$ cat src/rtl/core/stbs_pkg.sv
`timescale 1ns / 1ps

package stbs_pkg;

    // Fixed field widths of the channel payloads
    localparam int POS_W  = 10;
    localparam int HIGH_W = 11;
    localparam int WORD_W = 32;

    localparam logic CMD_LOAD   = 1'b0;
    localparam logic CMD_SEARCH = 1'b1;

    typedef struct packed {
        logic                     cmd;
        logic [POS_W-1:0]         entry_index;
        logic signed [WORD_W-1:0] entry_value;
        logic signed [WORD_W-1:0] search_key;
        logic [POS_W-1:0]         range_low;
        logic [HIGH_W-1:0]        range_high;
    } stbs_req_t;

    typedef struct packed {
        logic             found;
        logic [POS_W-1:0] position;
    } stbs_rsp_t;

endpackage

$ cat src/rtl/core/stbs_if.sv
`timescale 1ns / 1ps

interface stbs_req_if;
    import stbs_pkg::*;

    logic      valid;
    logic      ready;
    stbs_req_t payload;

    modport source (output valid, output payload, input ready);
    modport sink   (input valid, input payload, output ready);
endinterface

interface stbs_rsp_if;
    import stbs_pkg::*;

    logic      valid;
    logic      ready;
    stbs_rsp_t payload;

    modport source (output valid, output payload, input ready);
    modport sink   (input valid, input payload, output ready);
endinterface

$ cat src/rtl/core/stbs_seq.sv
`timescale 1ns / 1ps

module stbs_seq #(
    parameter int TABLE_DEPTH = 1024,
    parameter int VALUE_WIDTH = 32
) (
    input  logic                           clk,
    input  logic                           rst_n,
    stbs_req_if.sink                       req,
    stbs_rsp_if.source                     rsp,
    output logic                           table_we,
    output logic [$clog2(TABLE_DEPTH)-1:0] table_waddr,
    output logic signed [VALUE_WIDTH-1:0]  table_wdata,
    output logic [$clog2(TABLE_DEPTH)-1:0] table_raddr,
    input  logic signed [VALUE_WIDTH-1:0]  table_rdata
);
    import stbs_pkg::*;

    localparam int          AW      = $clog2(TABLE_DEPTH);
    localparam logic [16:0] DEPTH_L = 17'(TABLE_DEPTH);

    typedef enum logic {ST_IDLE, ST_PROBE} state_t;

    state_t                  state_reg;
    logic [POS_W-1:0]        lo_reg;
    logic [HIGH_W-1:0]       hi_reg;
    logic [POS_W-1:0]        mid_reg;
    logic signed [VALUE_WIDTH-1:0] key_reg;
    logic                    bad_reg;
    logic                    out_valid_reg;
    logic                    found_reg;
    logic [POS_W-1:0]        pos_reg;

    logic                    req_accept;
    logic                    is_search;
    logic                    range_ok;
    logic [HIGH_W-1:0]       span_cur;
    logic                    more;
    logic                    less;
    logic                    hit;
    logic                    slot_free;
    logic                    finish;
    logic [POS_W-1:0]        nlo;
    logic [HIGH_W-1:0]       nhi;
    logic [POS_W-1:0]        op_lo;
    logic [HIGH_W-1:0]       op_hi;
    logic [HIGH_W-1:0]       span;
    logic [POS_W-1:0]        mid;

    assign req.ready  = (state_reg == ST_IDLE);
    assign req_accept = req.valid && req.ready;
    assign is_search  = (req.payload.cmd == CMD_SEARCH);
    assign range_ok   = (req.payload.range_high > {1'b0, req.payload.range_low})
                     && (17'(req.payload.range_high) <= DEPTH_L);

    // table write on a load
    assign table_we    = req_accept && (req.payload.cmd == CMD_LOAD)
                      && (17'(req.payload.entry_index) < DEPTH_L);
    assign table_waddr = AW'(req.payload.entry_index);
    assign table_wdata = VALUE_WIDTH'(req.payload.entry_value);

    // probe result
    assign span_cur  = hi_reg - {1'b0, lo_reg};
    assign more      = (span_cur > 11'd1);
    assign less      = (key_reg < table_rdata);
    assign hit       = !bad_reg && (table_rdata == key_reg);
    assign slot_free = !out_valid_reg || rsp.ready;
    assign finish    = (state_reg == ST_PROBE) && !more && slot_free;
    assign nlo       = less ? lo_reg : mid_reg;
    assign nhi       = less ? {1'b0, mid_reg} : hi_reg;

    // shared midpoint unit: operands from the new request, the narrowed window or the held final window
    always_comb
    begin
        if (state_reg == ST_IDLE)
        begin
            op_lo = req.payload.range_low;
            op_hi = req.payload.range_high;
        end
        else if (more)
        begin
            op_lo = nlo;
            op_hi = nhi;
        end
        else
        begin
            op_lo = lo_reg;
            op_hi = hi_reg;
        end
    end

    assign span        = op_hi - {1'b0, op_lo};
    assign mid         = op_lo + span[HIGH_W-1:1];
    assign table_raddr = (span > 11'd1) ? AW'(mid) : AW'(op_lo);

    always_ff @(posedge clk or negedge rst_n)
    begin
        if (!rst_n)
        begin
            state_reg     <= ST_IDLE;
            lo_reg        <= '0;
            hi_reg        <= '0;
            mid_reg       <= '0;
            key_reg       <= '0;
            bad_reg       <= 1'b0;
            found_reg     <= 1'b0;
            pos_reg       <= '0;
            out_valid_reg <= 1'b0;
        end
        else
        begin
            mid_reg <= mid;
            if (out_valid_reg && rsp.ready && !finish)
            begin
                out_valid_reg <= 1'b0;
            end
            unique case (state_reg)
                ST_IDLE:
                begin
                    if (req_accept && is_search)
                    begin
                        key_reg <= VALUE_WIDTH'(req.payload.search_key);
                        lo_reg  <= req.payload.range_low;
                        bad_reg <= !range_ok;
                        // bad range: one-entry window, result masked
                        hi_reg  <= range_ok ? req.payload.range_high
                                            : {1'b0, req.payload.range_low} + 11'd1;
                        state_reg <= ST_PROBE;
                    end
                end
                ST_PROBE:
                begin
                    if (more)
                    begin
                        lo_reg <= nlo;
                        hi_reg <= nhi;
                    end
                    else if (slot_free)
                    begin
                        out_valid_reg <= 1'b1;
                        found_reg     <= hit;
                        pos_reg       <= hit ? lo_reg : '0;
                        state_reg     <= ST_IDLE;
                    end
                end
                default:
                begin
                    state_reg <= ST_IDLE;
                end
            endcase
        end
    end

    assign rsp.valid            = out_valid_reg;
    assign rsp.payload.found    = found_reg;
    assign rsp.payload.position = pos_reg;

`ifndef SYNTHESIS
    a_window_nonempty: assert property (@(posedge clk) disable iff (!rst_n)
        state_reg == ST_PROBE |-> hi_reg > {1'b0, lo_reg})
        else $error("search window empty");

    a_window_shrinks: assert property (@(posedge clk) disable iff (!rst_n)
        (state_reg == ST_PROBE && more) |=> (hi_reg - {1'b0, lo_reg}) < $past(span_cur))
        else $error("search window did not shrink");

    a_miss_pos_zero: assert property (@(posedge clk) disable iff (!rst_n)
        (rsp.valid && !rsp.payload.found) |-> rsp.payload.position == '0)
        else $error("miss with nonzero position");

    a_result_from_probe: assert property (@(posedge clk) disable iff (!rst_n)
        $rose(out_valid_reg) |-> $past(state_reg) == ST_PROBE)
        else $error("result without a search");

    a_write_idle: assert property (@(posedge clk) disable iff (!rst_n)
        table_we |-> state_reg == ST_IDLE)
        else $error("table write during search");
`endif

endmodule

$ cat src/flat_wrapper.sv
// flat-port wrapper written by rule: the top's interface ports become plain ports
module stbs_seq_flat import stbs_pkg::*;
#(
    parameter int TABLE_DEPTH = 1024,
    parameter int VALUE_WIDTH = 32
)
  (clk, rst_n, table_we, table_waddr, table_wdata, table_raddr, table_rdata, req_valid, req_payload, req_ready, rsp_valid, rsp_payload, rsp_ready);
  stbs_req_if req_i ();
  stbs_rsp_if rsp_i ();
  input  logic clk;
  input  logic rst_n;
  output logic table_we;
  output logic [$clog2(TABLE_DEPTH)-1:0] table_waddr;
  output logic signed [VALUE_WIDTH-1:0] table_wdata;
  output logic [$clog2(TABLE_DEPTH)-1:0] table_raddr;
  input  logic signed [VALUE_WIDTH-1:0] table_rdata;
  input wire logic [$bits(req_i.valid)-1:0] req_valid;
  input wire logic [$bits(req_i.payload)-1:0] req_payload;
  output wire logic [$bits(req_i.ready)-1:0] req_ready;
  output wire logic [$bits(rsp_i.valid)-1:0] rsp_valid;
  output wire logic [$bits(rsp_i.payload)-1:0] rsp_payload;
  input wire logic [$bits(rsp_i.ready)-1:0] rsp_ready;
  assign req_i.valid = req_valid;
  assign req_i.payload = req_payload;
  assign req_ready = req_i.ready;
  assign rsp_valid = rsp_i.valid;
  assign rsp_payload = rsp_i.payload;
  assign rsp_i.ready = rsp_ready;
  stbs_seq #(.TABLE_DEPTH(TABLE_DEPTH), .VALUE_WIDTH(VALUE_WIDTH)) u_core (.clk(clk), .rst_n(rst_n), .req(req_i), .rsp(rsp_i), .table_we(table_we), .table_waddr(table_waddr), .table_wdata(table_wdata), .table_raddr(table_raddr), .table_rdata(table_rdata));
endmodule
$ cat config.mk
export PLATFORM = sky130hd
export DESIGN_NAME = stbs_seq_flat
export DESIGN_NICKNAME = d
export VERILOG_FILES = /design/src/rtl/core/stbs_pkg.sv /design/src/rtl/core/stbs_if.sv /design/src/rtl/core/stbs_seq.sv /design/src/flat_wrapper.sv
export SDC_FILE = /design/constraint.sdc
export NUM_CORES = 1
export LEC_CHECK = 0
export BUFFER_PORTS_ARGS = -buffer_cell sky130_fd_sc_hd__buf_2
export CORE_UTILIZATION = 53
export DETAILED_ROUTE_END_ITERATION = 10
export PLACE_DENSITY = 0.83
export SLEW_MARGIN = 40
export SYNTH_ARGS = -nofsm -noshare
export SYNTH_HDL_FRONTEND = slang
export SYNTH_SLANG_ARGS = --single-unit
$ cat constraint.sdc
create_clock -name clk -period 9.4 [get_ports clk]
set_clock_uncertainty 0.1 [all_clocks]
set_input_delay 1.88 -clock clk [delete_from_list [all_inputs] [get_ports clk]]
set_output_delay 1.88 -clock clk [all_outputs]
set_load 0.02 [all_outputs]
==> flow_summary.ini <==
[critical_path]
reg2reg_slack_ps = 3240
critPathCaptureType = output port
crit_end = table_raddr[8]
cp_max_fo = 7
worstRegToRegCells = 26
worst_r2r_endpoint = u_core.mid_reg[9]
critPathLaunch = table_rdata[31]
critPathKind = in2out
cp.arrival_ps = 7190
r2r-start = u_core.hi_reg[0]
startpoint_type = input pin
critPathRequiredTime_ps = 7420

[timing]
rsz0062_at_grt = true
fin_crit_sh = 0.9756
setup_viol = 0
max_freq_ghz = 0.1090
fin_crit_ps = 9171
slew_viol_final = 0
finalHoldViolations = 0
worst_pin_slew_ps = 743.9
max-slew-margin-rel = 0.5041

[status]
status = finished with violations
violations = DRC

[cts]
clk_pin_slew_ps = 60
cts-root-buf = clkbuf_16
cts_buffer_depth = 2
cts_hold_repair.buffers = 0
cts_htree_levels = 3
tritoncts = yes
cts_sinks = 77
cts_buffers = 9
clock_latency_ps = 340

[floorplan]
die_w_um = 111.8
initial_utilization = 0.5523
die_h_um = 111.8
core_area_um2 = 11560
io_pins = 198
rows = 39
dieArea_um2 = 12490

[detailed_routing]
wl_met1_um = 6722
vias = 5276
wl_met3_um = 1310
drtIter0Drc = 387
routed-wl-met2_um = 6998
wl_um = 15380
wl_per_cell_um = 16.73
antenna_left = 0
avgViaCountPerCell = 5.741
firstDrtPassIters = 8
drc_errors = 20
highest_layer = met4

[cells_and_area]
largest_reg_flops = 32
final_common_cell = buf_2
final_cell_mix = buf_2, dfrtp_1, ha_1
antenna-diode-count = 0
syn_to_final_growth_pct = 12.99
drive_gt1_frac = 0.2848
final_util = 0.6240
finalNetCount = 978
nFillCells = 983

[yosys]
synthCells = 689
ys_warn_count = 0
syn-num-nets = 896
ys_seq_area_frac = 0.3017
ys_types = 59
synthArstFlopShare = 1.000
synth_edf_count = 0
avgSynthCellArea_um2 = 9.271
ys.flop_type = dfrtp_1
ys_ff_latch = 77
synth_area_um2 = 6387

[placed_design]
dp_hpwl_um = 11810
gp_congestion = 0.9102
io_buffers = 113

[run]
drv_cap = 0

[global_routing]
grt_pass1_wl_um = 24210
grt_pass1_vias = 5001
track_usage = 0.2439
grt-ovfl-total = 0
antenna_found_initial = 0
grt_max_degree = 78

[worst_hold_path]
hold_path.class = reg2reg
## critical path: stages
cell and delay (ps):
buf_2 80, inv_1 30, ha_1 300, nand3_1 90, or3_1 440, a211oi_1 300
a2111oi_1 110, a31o_4 280, nor2b_1 140, buf_4 200, mux2i_1 120, nor2_1 150
a21oi_1 70, ha_1 220, fa_1 510, inv_1 80, ha_1 210, fa_1 410
a21oi_1 200, nor2_1 60, nor2_1 170, o21bai_1 110, a21oi_2 190, o21bai_1 100
a21oi_1 190, xnor2_1 110, mux2_2 260, buf_2 160
## metal layers
| metal | vias to the layer above | global-route usage |
|---|---|---|
| li1 | 2549 | - |
| met1 | 2465 | 0.3228 |
| met2 | 221 | 0.3979 |
| met3 | 41 | 0.04300 |
| met4 | 0 | 0.09279 |
| met5 | - | 0 |
## final cells by class
type | count | area [µm²] | area share
clock buffer | 11 | 232.7 | 0.03225
clock inverter | 5 | 36.28 | 0.005028
inverter | 72 | 270.3 | 0.03745
multi-input combinational | 476 | 3832 | 0.5310
sequential | 77 | 1927 | 0.2670
tap | 143 | 178.9 | 0.02479
timing repair buffer | 135 | 739.5 | 0.1025
## synth_stat cells (all sizes together), types with 2 or more instances
cell type  instances  area, µm²
a21boi             4      30.03
a211oi             5      37.54
and3               2      12.51
o21a              18      135.1
nor2              33      140.1
buf               48      352.8
or3                4      25.02
nand4             12      75.07
nor2b              7      43.79
mux2i             24      252.7
a22o              10      87.58
ha                72      900.9
xnor2             26      227.7
dfrtp             77       1927
a2111oi            4      35.03
clkbuf            16      60.06
o211ai             3      22.52
nand2b             4      25.02
nor4               5      46.29
xor2               7      61.31
mux2              51      574.3
or4b               2      20.02
nand2             42      157.7
a31oi              5      37.53
nor3              11      55.05
a21oi             41      216.5
a21o               8      60.06
fa                 3      60.06
o21ai             31      155.1
nand3             21      105.1
inv               71      266.5
o21bai             3      22.52
or2                2      12.51
## how the worst min path moves through the flow
stage | slack (ps) | startpoint | endpoint | cells after the start
after CTS | 380 | u_core.found_reg | u_core.found_reg | 1
after global routing | 410 | u_core.found_reg | u_core.found_reg | 1
after floorplan | 350 | u_core.found_reg | u_core.found_reg | 1
after detailed placement | 370 | u_core.found_reg | u_core.found_reg | 1
after global placement | 360 | u_core.found_reg | u_core.found_reg | 1
final | 380 | u_core.found_reg | u_core.found_reg | 1
## cells by family after synthesis
kind of cell / Yosys count / share of synthesized area
buffers and inverters: 136 / 0.1070
adders and majority gates: 75 / 0.1504
muxes: 75 / 0.1295
DFF: 77 / 0.3017
xor gates and xnor gates: 33 / 0.04525
and+or+nand+nor: 150 / 0.1187
AOI/OAI and AO/OA: 143 / 0.1475
## metrics by stage
stage               TNS [ps]  cells  cell area [µm²]  hold slack, ps  worst slack, ps
detailed placement         0    896             6847           365.1            99.21
floorplan                  0    689             6387           350.8            492.9
finish                     0    919             7217           378.7            229.1
global placement           0    896             6839           355.3            294.8
CTS                        0    912             7116           379.1            62.61
global route          -136.0    919             7217           409.8           -47.75
## repair_timing
item,in CTS,in global routing
endpoints found under the setup margin,0,10
buffers inserted,0,7
gates resized for setup,0,12
Power is not shown: default switching activity piles up to over one toggle a cycle in this logic, so the estimate is an artifact.
